==> src/assert_macros.svh <==
// Assertion macros shared by the display power manager RTL.
`ifndef ASSERT_MACROS_SVH
`define ASSERT_MACROS_SVH

// Check that a condition implies a consequence in the same cycle.
`define ASSERT_SAME(label, clk, rst, cond, cons) \
  label: assert property (@(posedge clk) disable iff (rst) (cond) |-> (cons)) \
    else $error("assertion failed: same-cycle implication");

// Check that a condition implies a consequence in the next cycle.
`define ASSERT_NEXT(label, clk, rst, cond, cons) \
  label: assert property (@(posedge clk) disable iff (rst) (cond) |=> (cons)) \
    else $error("assertion failed: next-cycle implication");

`endif

==> src/dpm_pkg.sv <==
// Types, constants and helper functions for the display power manager.
package dpm_pkg;

  localparam int unsigned CfgIndexW = 3;
  localparam int unsigned CfgDataW  = 31;

  localparam logic [31:0] AbortMs   = 32'd2000;
  localparam logic [4:0]  BrightMax = 5'd16;
  localparam logic [4:0]  BrightMin = 5'd1;

  localparam logic [CfgIndexW-1:0] REG_BOOST_WINDOW = 3'd0;
  localparam logic [CfgIndexW-1:0] REG_BRIGHT_HIGH  = 3'd1;
  localparam logic [CfgIndexW-1:0] REG_BRIGHT_LOW   = 3'd2;
  localparam logic [CfgIndexW-1:0] REG_CLOSE_RADIUS = 3'd3;
  localparam logic [CfgIndexW-1:0] REG_IDLE_SLEEP   = 3'd4;
  localparam logic [CfgIndexW-1:0] REG_HOLD         = 3'd5;

  localparam logic OP_INIT = 1'b0;
  localparam logic OP_TICK = 1'b1;

  localparam logic [1:0] SLEEP_NONE   = 2'd0;
  localparam logic [1:0] SLEEP_TOUCH  = 2'd1;
  localparam logic [1:0] SLEEP_BUTTON = 2'd2;

  typedef enum logic [2:0] {
    PH_NORMAL = 3'b001,
    PH_WAIT   = 3'b010,
    PH_ASLEEP = 3'b100
  } phase_t;

  typedef struct packed {
    logic        operation;
    logic [31:0] now_ms;
    logic        display_ready;
    logic        touched;
    logic        charging;
    logic        button_pressed;
    logic        shown_valid;
    logic        distance_valid;
    logic [15:0] distance_tenths;
    logic        military;
    logic [7:0]  current_brightness;
  } item_t;

  typedef struct packed {
    logic       set_brightness;
    logic [4:0] brightness;
    logic [1:0] sleep_request;
    logic       sleep_aborted;
  } result_t;

  function automatic logic [4:0] clamp_level(input logic [7:0] v);
    logic [4:0] r;
    if (v == 8'd0) begin
      r = BrightMin;
    end else if (v > {3'd0, BrightMax}) begin
      r = BrightMax;
    end else begin
      r = v[4:0];
    end
    return r;
  endfunction

endpackage

==> src/display_power_manager_unit.sv <==
// Display power manager: brightness selection and sleep requests per tick.
// Each item is registered in the stage register, then its result in the result register.
// Throughput: one item per cycle while out_ready does not stall the output.
// Reset: synchronous rst clears both stages, all timers and flags, and restores
// the register defaults (boost 0, high 16, low 1, radius 0, idle 0, hold 0).
`include "assert_macros.svh"

module display_power_manager_unit
  import dpm_pkg::*;
(
  input  logic                 clk,
  input  logic                 rst,
  input  logic                 cfg_write,
  input  logic [CfgIndexW-1:0] cfg_index,
  input  logic [CfgDataW-1:0]  cfg_data,
  input  logic                 in_valid,
  output logic                 in_ready,
  input  logic                 operation,
  input  logic [31:0]          now_ms,
  input  logic                 display_ready,
  input  logic                 touched,
  input  logic                 charging,
  input  logic                 button_pressed,
  input  logic                 shown_valid,
  input  logic                 distance_valid,
  input  logic [15:0]          distance_tenths,
  input  logic                 military,
  input  logic [7:0]           current_brightness,
  output logic                 out_valid,
  input  logic                 out_ready,
  output logic                 set_brightness,
  output logic [4:0]           brightness,
  output logic [1:0]           sleep_request,
  output logic                 sleep_aborted
);

  logic [30:0] boost_window_ms;
  logic [7:0]  bright_high;
  logic [7:0]  bright_low;
  logic [15:0] close_radius_tenths;
  logic [30:0] idle_sleep_ms;
  logic [30:0] hold_ms;

  logic [31:0] last_touch_time, last_touch_time_next;
  logic [31:0] boost_until, boost_until_next;
  logic        boost_valid, boost_valid_next;
  logic [7:0]  applied_brightness, applied_brightness_next;
  logic [31:0] hold_start, hold_start_next;
  logic        hold_valid, hold_valid_next;
  logic [31:0] release_start, release_start_next;
  phase_t      phase, phase_next;

  item_t   stage;
  logic    stage_valid;
  result_t res, res_next;
  logic    res_valid;
  logic    advance;

  logic [31:0] boost_diff;
  logic [31:0] idle_diff;
  logic [31:0] hold_diff;
  logic [31:0] wait_diff;
  logic [31:0] abort_diff;
  logic [31:0] hold_ref;
  logic        boost_on;
  logic        close_on;
  logic        mil_on;
  logic [4:0]  target;

  assign advance  = stage_valid && (!out_valid || out_ready);
  assign in_ready = !stage_valid || advance;

  assign out_valid      = res_valid;
  assign set_brightness = res.set_brightness;
  assign brightness     = res.brightness;
  assign sleep_request  = res.sleep_request;
  assign sleep_aborted  = res.sleep_aborted;

  always_ff @(posedge clk) begin
    if (rst) begin
      boost_window_ms     <= '0;
      bright_high         <= 8'd16;
      bright_low          <= 8'd1;
      close_radius_tenths <= '0;
      idle_sleep_ms       <= '0;
      hold_ms             <= '0;
    end else if (cfg_write) begin
      case (cfg_index)
        REG_BOOST_WINDOW: boost_window_ms     <= cfg_data;
        REG_BRIGHT_HIGH:  bright_high         <= cfg_data[7:0];
        REG_BRIGHT_LOW:   bright_low          <= cfg_data[7:0];
        REG_CLOSE_RADIUS: close_radius_tenths <= cfg_data[15:0];
        REG_IDLE_SLEEP:   idle_sleep_ms       <= cfg_data;
        REG_HOLD:         hold_ms             <= cfg_data;
        default: ;
      endcase
    end
  end

  always_ff @(posedge clk) begin
    if (in_valid && in_ready) begin
      stage.operation          <= operation;
      stage.now_ms             <= now_ms;
      stage.display_ready      <= display_ready;
      stage.touched            <= touched;
      stage.charging           <= charging;
      stage.button_pressed     <= button_pressed;
      stage.shown_valid        <= shown_valid;
      stage.distance_valid     <= distance_valid;
      stage.distance_tenths    <= distance_tenths;
      stage.military           <= military;
      stage.current_brightness <= current_brightness;
    end
  end

  always_comb begin
    last_touch_time_next    = last_touch_time;
    boost_until_next        = boost_until;
    boost_valid_next        = boost_valid;
    applied_brightness_next = applied_brightness;
    hold_start_next         = hold_start;
    hold_valid_next         = hold_valid;
    release_start_next      = release_start;
    phase_next              = phase;
    res_next                = '0;

    wait_diff  = stage.now_ms - release_start;
    abort_diff = AbortMs - wait_diff;

    if (stage.touched && (boost_window_ms != '0)) begin
      boost_until_next = stage.now_ms + {1'b0, boost_window_ms};
      boost_valid_next = 1'b1;
      boost_diff       = {1'b0, boost_window_ms};
    end else begin
      boost_diff       = boost_until - stage.now_ms;
    end
    boost_on   = boost_valid_next && (boost_diff != '0) && !boost_diff[31];
    close_on   = stage.shown_valid && stage.distance_valid &&
                 (stage.distance_tenths <= close_radius_tenths);
    mil_on     = stage.shown_valid && stage.military;
    target     = clamp_level((boost_on || close_on || mil_on) ? bright_high : bright_low);

    idle_diff = stage.now_ms - (stage.touched ? stage.now_ms : last_touch_time);
    hold_ref  = hold_valid ? hold_start : stage.now_ms;
    hold_diff = stage.now_ms - hold_ref;

    if (stage.operation == OP_INIT) begin
      boost_until_next        = boost_until;
      boost_valid_next        = boost_valid;
      last_touch_time_next    = stage.now_ms;
      applied_brightness_next = stage.current_brightness;
    end else if (stage.display_ready && (phase == PH_WAIT)) begin
      boost_until_next = boost_until;
      boost_valid_next = boost_valid;
      if (!stage.button_pressed) begin
        res_next.sleep_request = SLEEP_BUTTON;
        phase_next             = PH_ASLEEP;
      end else if (abort_diff[31]) begin
        res_next.sleep_aborted = 1'b1;
        hold_start_next        = '0;
        hold_valid_next        = 1'b0;
        phase_next             = PH_NORMAL;
      end
    end else if (stage.display_ready && (phase == PH_NORMAL)) begin
      if (stage.touched) begin
        last_touch_time_next = stage.now_ms;
      end
      if ({3'd0, target} != applied_brightness) begin
        res_next.set_brightness = 1'b1;
        res_next.brightness     = target;
        applied_brightness_next = {3'd0, target};
      end
      if ((idle_sleep_ms != '0) && !stage.charging && !idle_diff[31] &&
          (idle_diff[30:0] >= idle_sleep_ms)) begin
        res_next.sleep_request = SLEEP_TOUCH;
        phase_next             = PH_ASLEEP;
      end else if (stage.button_pressed) begin
        hold_start_next = hold_ref;
        hold_valid_next = 1'b1;
        if (!hold_diff[31] && (hold_diff[30:0] >= hold_ms)) begin
          release_start_next = stage.now_ms;
          phase_next         = PH_WAIT;
        end
      end else begin
        hold_start_next = '0;
        hold_valid_next = 1'b0;
      end
    end else begin
      boost_until_next = boost_until;
      boost_valid_next = boost_valid;
    end
  end

  always_ff @(posedge clk) begin
    if (rst) begin
      stage_valid        <= 1'b0;
      res_valid          <= 1'b0;
      last_touch_time    <= '0;
      boost_until        <= '0;
      boost_valid        <= 1'b0;
      applied_brightness <= '0;
      hold_start         <= '0;
      hold_valid         <= 1'b0;
      release_start      <= '0;
      phase              <= PH_NORMAL;
    end else begin
      if (in_ready) begin
        stage_valid <= in_valid;
      end
      if (advance) begin
        res_valid          <= 1'b1;
        last_touch_time    <= last_touch_time_next;
        boost_until        <= boost_until_next;
        boost_valid        <= boost_valid_next;
        applied_brightness <= applied_brightness_next;
        hold_start         <= hold_start_next;
        hold_valid         <= hold_valid_next;
        release_start      <= release_start_next;
        phase              <= phase_next;
      end else if (out_ready) begin
        res_valid <= 1'b0;
      end
    end
  end

  always_ff @(posedge clk) begin
    if (advance) begin
      res <= res_next;
    end
  end

  `ASSERT_NEXT(a_asleep_holds, clk, rst, phase == PH_ASLEEP, phase == PH_ASLEEP)
  `ASSERT_NEXT(a_sleep_enters_asleep, clk, rst,
    advance && (res_next.sleep_request != SLEEP_NONE), phase == PH_ASLEEP)
  `ASSERT_SAME(a_level_in_range, clk, rst, res_valid && res.set_brightness,
    (res.brightness >= BrightMin) && (res.brightness <= BrightMax))

endmodule

==> config.mk <==
export PLATFORM = sky130hd
export DESIGN_NAME = display_power_manager_unit
export DESIGN_NICKNAME = d
export VERILOG_FILES = /design/src/dpm_pkg.sv /design/src/display_power_manager_unit.sv
export VERILOG_INCLUDE_DIRS = /design/src /design/src/src
export SDC_FILE = /design/constraint.sdc
export NUM_CORES = 1
export LEC_CHECK = 0
export BUFFER_PORTS_ARGS = -buffer_cell sky130_fd_sc_hd__buf_2
export CAP_MARGIN = 10
export CELL_PAD_IN_SITES_DETAIL_PLACEMENT = 0
export CELL_PAD_IN_SITES_GLOBAL_PLACEMENT = 1
export CORE_MARGIN = 1
export CORE_UTILIZATION = 51
export CTS_CLUSTER_DIAMETER = 100
export DETAILED_ROUTE_END_ITERATION = 10
export GPL_ROUTABILITY_DRIVEN = 0
export PLACE_DENSITY_LB_ADDON = 0.1
export REMOVE_ABC_BUFFERS = 1
export SYNTH_ARGS = -nofsm -noshare
export SYNTH_HDL_FRONTEND = slang
export SYNTH_SLANG_ARGS = --single-unit
==> constraint.sdc <==
create_clock -name clk -period 20.5 [get_ports clk]
set_clock_uncertainty 0.1 [all_clocks]
set_input_delay 6.15 -clock clk [delete_from_list [all_inputs] [get_ports clk]]
set_output_delay 6.15 -clock clk [all_outputs]
set_load 0.01 [all_outputs]
== Word level (Yosys, flattened, before mapping) ==
Index checks and enable logic that the tools add are counted.
Word-level totals
  output and inout bits: 11
  memory bits (writable): 0
  bits in latches: 0
  memories: 0
  logic and storage cells: 151
  ROM bits: 0
  flip-flop bits (word level): 341
  input port bits: 103
Operators by class
  $mul: 0
  shifts and indexed selects: 0
  muxes and demuxes: 41
  $add $sub $neg: 6
  divide/modulo/power cells: 0
  reductions and logical operators: 49
  equal/unequal tests: 15
  $lt $le $gt $ge: 4
  bitwise operators: 5
Operators by type and width (number)
  32-bit two-way mux: 12
  32-bit subtractor: 4
  31-bit greater-or-equal comparator: 2
  31-bit nonzero test: 2
  8-bit two-way mux: 5
  32-bit by 31-bit adder with 32-bit output: 1
  32-bit nonzero test: 1
  11-bit by 32-bit subtractor with 32-bit output, first input constant: 1
  3-bit two-way mux: 7
  16-bit less-or-equal comparator: 1
  1-bit logical AND: 14
  1-bit two-way mux: 12
  2-bit AND reduction: 6
  6-bit AND reduction: 2
  5-bit two-way mux: 2
  3-bit by 2-bit equality test with 1-bit output, second input constant: 3
  8-bit by 5-bit > comparator with 1-bit output, second input constant: 1
  8-bit zero test: 1
  2-bit != test, second input constant: 4
  5-bit by 8-bit != test with 1-bit output: 1
  4-bit AND reduction: 2
  7-bit AND reduction: 1
  3-bit by 1-bit equality test with 1-bit output, second input constant: 2
  3-bit equality test, second input constant: 2
  14 further kinds: 31

== Logic depth before layout (Yosys ltp) ==
  depth in word-level cells: 17
  mapped depth: 33
  gate-level depth less buffers: 31

== Least setup slack after synthesis ==
Ideal clock, no wire load.
  kind: input to output
  from: input out_ready
  to: output in_ready
  path buffers: 0
  stages on the path: 2
  arrival time: 6447 ps
  slack: 7803 ps
  data required time: 14250 ps
  path through: nor2b_1 > nand2_1
On the way
  word-level cells in the longest chain between the ends: 3
RTL lines
  from (decl): RTL line display_power_manager_unit.sv:30  | input logic out_ready,
  1-bit logical OR: RTL line display_power_manager_unit.sv:70  | assign advance = stage_valid && (!out_valid || out_ready);
  1-bit logical AND: RTL line display_power_manager_unit.sv:70
  1-bit logical OR: RTL line display_power_manager_unit.sv:71  | assign in_ready = !stage_valid || advance;
  to (decl): RTL line display_power_manager_unit.sv:17  | output logic in_ready,
Every way passes these cells.

== Worst setup path after layout ==
Ends and elaborated chain as after synthesis.

==> flow_metrics.env <==
export IMPL_status="finished clean"
export IMPL_postCtsSetupRepairBufs=0
export IMPL_regArea_um2=7560
export IMPL_grt_total_usage_pct=27.7
export IMPL_synth_edf_count=73
export IMPL_io_pins=114
export IMPL_r2r_start="hold_valid$_SDFFE_PP0P_"
export IMPL_crit_end="in_ready"
export IMPL_n_fill_cell=3913
export IMPL_die_h_um=209
export IMPL_power_density_nw_per_um2=76.3
export IMPL_setup_worst_path_start="out_ready"
export IMPL_cts_tree="yes"
export IMPL_ir_worst_vdd_uv=67.5
export IMPL_clk_latency_ns=0.57
export IMPL_startpoint_type="input pin"
export IMPL_drt_iter0_markers=1205
export IMPL_cp_max_fo=4
export IMPL_seq_area_frac_synth_pct=34.4
export IMPL_cp_arrival_ns=6.71
export IMPL_fmax_ghz=0.0772
export IMPL_postRouteAntennaNets=0
export IMPL_synth_seq_cells=341
export IMPL_diodes=0
export IMPL_multi_input_area_um2=13400
export IMPL_wl_per_cell_um=18.6
export IMPL_worstReg2RegEnd="release_start[2]$_SDFFE_PP0P_"
export IMPL_grt_max_degree=104
export IMPL_layout_drive_gt1_share_pct=9.24
export IMPL_fin_tns_setup_ns=0
export IMPL_worst_pin_slew_ns=1.21
export IMPL_synth_distinct_cells=85
export IMPL_regToRegSetupSlack_ns=11.79
export IMPL_vias=18800
export IMPL_yosys_area_top_type_share_pct=24.4
export IMPL_grt_pass1_vias=18300
export IMPL_antenna_found_initial=5
export IMPL_min_period_ns=12.96
export IMPL_initial_core_util_pct=52.0
export IMPL_cts_num_sinks=341
export IMPL_portBuffers=113
export IMPL_rsz0062_at_grt="no"
export IMPL_crit_type="input pin to primary output"
export IMPL_async_flop_share_pct=0
export IMPL_yosys_top_cells_area="dfxtp_1, ha_1, edfxtp_1"
export IMPL_hold_class="flip-flop to flip-flop"
export IMPL_clock_path_buffers=3
export IMPL_grt_first_pass_wirelength_um=96300
export IMPL_area_delta_synth_final_pct=11.2
export IMPL_grt_overflow=0
export IMPL_dpl_hpwl_um=44800
export IMPL_routed_via_density=5.79
export IMPL_syn_instance_count=2607
export IMPL_crit_required_ns=14.25
export IMPL_endpoint_kind="primary output"
export IMPL_numCtsBuffers=40
export IMPL_r2r_worst_path_cells=32
export IMPL_yosysWarningCount=0
export IMPL_fin_nets=3051
export IMPL_dieArea_um2=43900
export IMPL_p_leak_uw=0.00987
export IMPL_die_w_um=209
export IMPL_rows=75
export IMPL_cts_hold_buffers=0
export IMPL_slew_headroom_pct=18.9
export IMPL_drcViolationCount=0
export IMPL_cap_violations=0
export IMPL_finalSetupViolCount=0
export IMPL_path_clk_slew_ns=0.06
export IMPL_slew_viol_final=0
export IMPL_core_area_um2=42200
export IMPL_cts_max_level=2
export IMPL_syn_area_um2=21900
export IMPL_hold_viol=0
export IMPL_synth_ff_type="dfxtp_1"
export IMPL_fin_util_pct=57.8
export IMPL_post_cts_resized=0
export IMPL_drt_total_wl_um=60600
export IMPL_fin_crit_sh_pct=63.2
export IMPL_firstDrtPassIters=5
export IMPL_clockRootBuffer="clkbuf_16"
export IMPL_synth_area_leader_cell="dfxtp_1"
export IMPL_synth_avg_cell_area_um2=8.42
## flip-flops by register name, indices dropped and copies added, names as in the netlist, 2 cells and up
register             flops
brightness               5
release_start           32
stage                   64
applied_brightness       8
last_touch_time         32
close_radius_tenths     16
bright_high              8
hold_start              32
hold_ms                 31
boost_until             32
sleep_request            2
boost_window_ms         31
bright_low               8
idle_sleep_ms           31
phase                    3
## worst max-delay path, stage by stage
cell and delay, ns:
buf_2 0.10, nor2b_1 0.21, nand2_1 0.11, buf_2 0.15
## how the worst min path moves through the flow
| stage | end | start | cells past startpoint | slack, ns |
|---|---|---|---|---|
| final | last_touch_time[4]$_SDFFE_PP0P_ | last_touch_time[4]$_SDFFE_PP0P_ | 2 | 0.35 |
| after global routing | close_radius_tenths[13]$_SDFFE_PP0P_ | close_radius_tenths[13]$_SDFFE_PP0P_ | 2 | 0.37 |
| after CTS | hold_ms[20]$_SDFFE_PP0P_ | hold_ms[20]$_SDFFE_PP0P_ | 2 | 0.35 |
| after detailed placement | hold_start[2]$_SDFFE_PP0P_ | hold_start[2]$_SDFFE_PP0P_ | 1 | 0.35 |
| after global placement | hold_ms[20]$_SDFFE_PP0P_ | hold_ms[20]$_SDFFE_PP0P_ | 2 | 0.34 |
| after floorplan | bright_high[0]$_SDFFE_PP0P_ | bright_high[0]$_SDFFE_PP0P_ | 2 | 0.33 |
## cell type report
cell class                 instances  share of cell area (%)
multi-input combinational       2003                    54.9
sequential                       341                    31.0
clock buffer                      51                    4.70
timing repair buffer             131                    2.90
tap                              539                    2.76
inverter                         166                    2.55
clock inverter                    23                    1.19
## layout by cell type (no fill, tap or decap), types with 19 or more instances in the layout
cell,n
nand3_1,36
buf_2,112
inv_1,166
xnor2_1,72
ha_1,261
o2bb2ai_1,31
o21ai_0,88
nor4_1,24
nand2b_1,34
nand2_1,455
edfxtp_1,73
a21oi_1,289
clkbuf_16,43
a31oi_1,30
a21o_1,55
dfxtp_1,267
nor2b_1,28
nor2_1,149
o21a_1,23
nor3_1,42
mux2i_1,98
nand4_1,28
o211ai_1,19
xor2_1,22
## cell families after synthesis
family / synth area share, %
xor+xnor: 3.75
simple gates: 17.6
fa+ha+maj: 15.2
buf+inv: 4.59
flops: 34.4
mux: 4.68
compound gates: 19.7
## per-stage QoR
| step | cell area [um^2] | total power [uW] | hold WS (ns) | setup slack (ns) | std cells |
|---|---|---|---|---|---|
| global route | 24400 | 1950 | 0.373 | 7.49 | 3254 |
| detailed placement | 23000 | 1100 | 0.346 | 7.54 | 3180 |
| finish | 24400 | 1860 | 0.354 | 7.54 | 3254 |
| CTS | 24400 | 1880 | 0.355 | 7.54 | 3254 |
| floorplan | 21600 | 984 | 0.327 | 7.80 | 2510 |
| global placement | 23000 | 1090 | 0.341 | 7.56 | 3180 |
## where the power goes
group	internal, uW	switching (uW)	total, uW
combinational	148	208	356
clock	474	301	775
sequential	707	23.3	730
total	1330	533	1860
## synthesized netlist by cell type (22+ instances only)
master     number
o21ai_0        88
nand4_1        28
nor3_1         42
clkbuf_1       76
nand2_1       455
a31oi_1        30
edfxtp_1       73
dfxtp_1       268
o2bb2ai_1      31
o21a_1         23
a21oi_1       291
nand3_1        36
nor2_1        150
nor2b_1        28
ha_1          261
mux2i_1        98
a21o_1         55
nand2b_1       34
xor2_1         22
nor4_1         24
xnor2_1        72
inv_1         166
## routing by layer
layer | vias to the layer above | global-route usage [%] | part of all wire [%]
met1 | 8864 | 37.1 | 46
met3 | 118 | 3.91 | 5.5
met2 | 434 | 45.4 | 45
met5 | - | 0 | 0.059
li1 | 9422 | - | -
met4 | 8 | 10.4 | 3.3
Power figures use the tool's default switching activity.
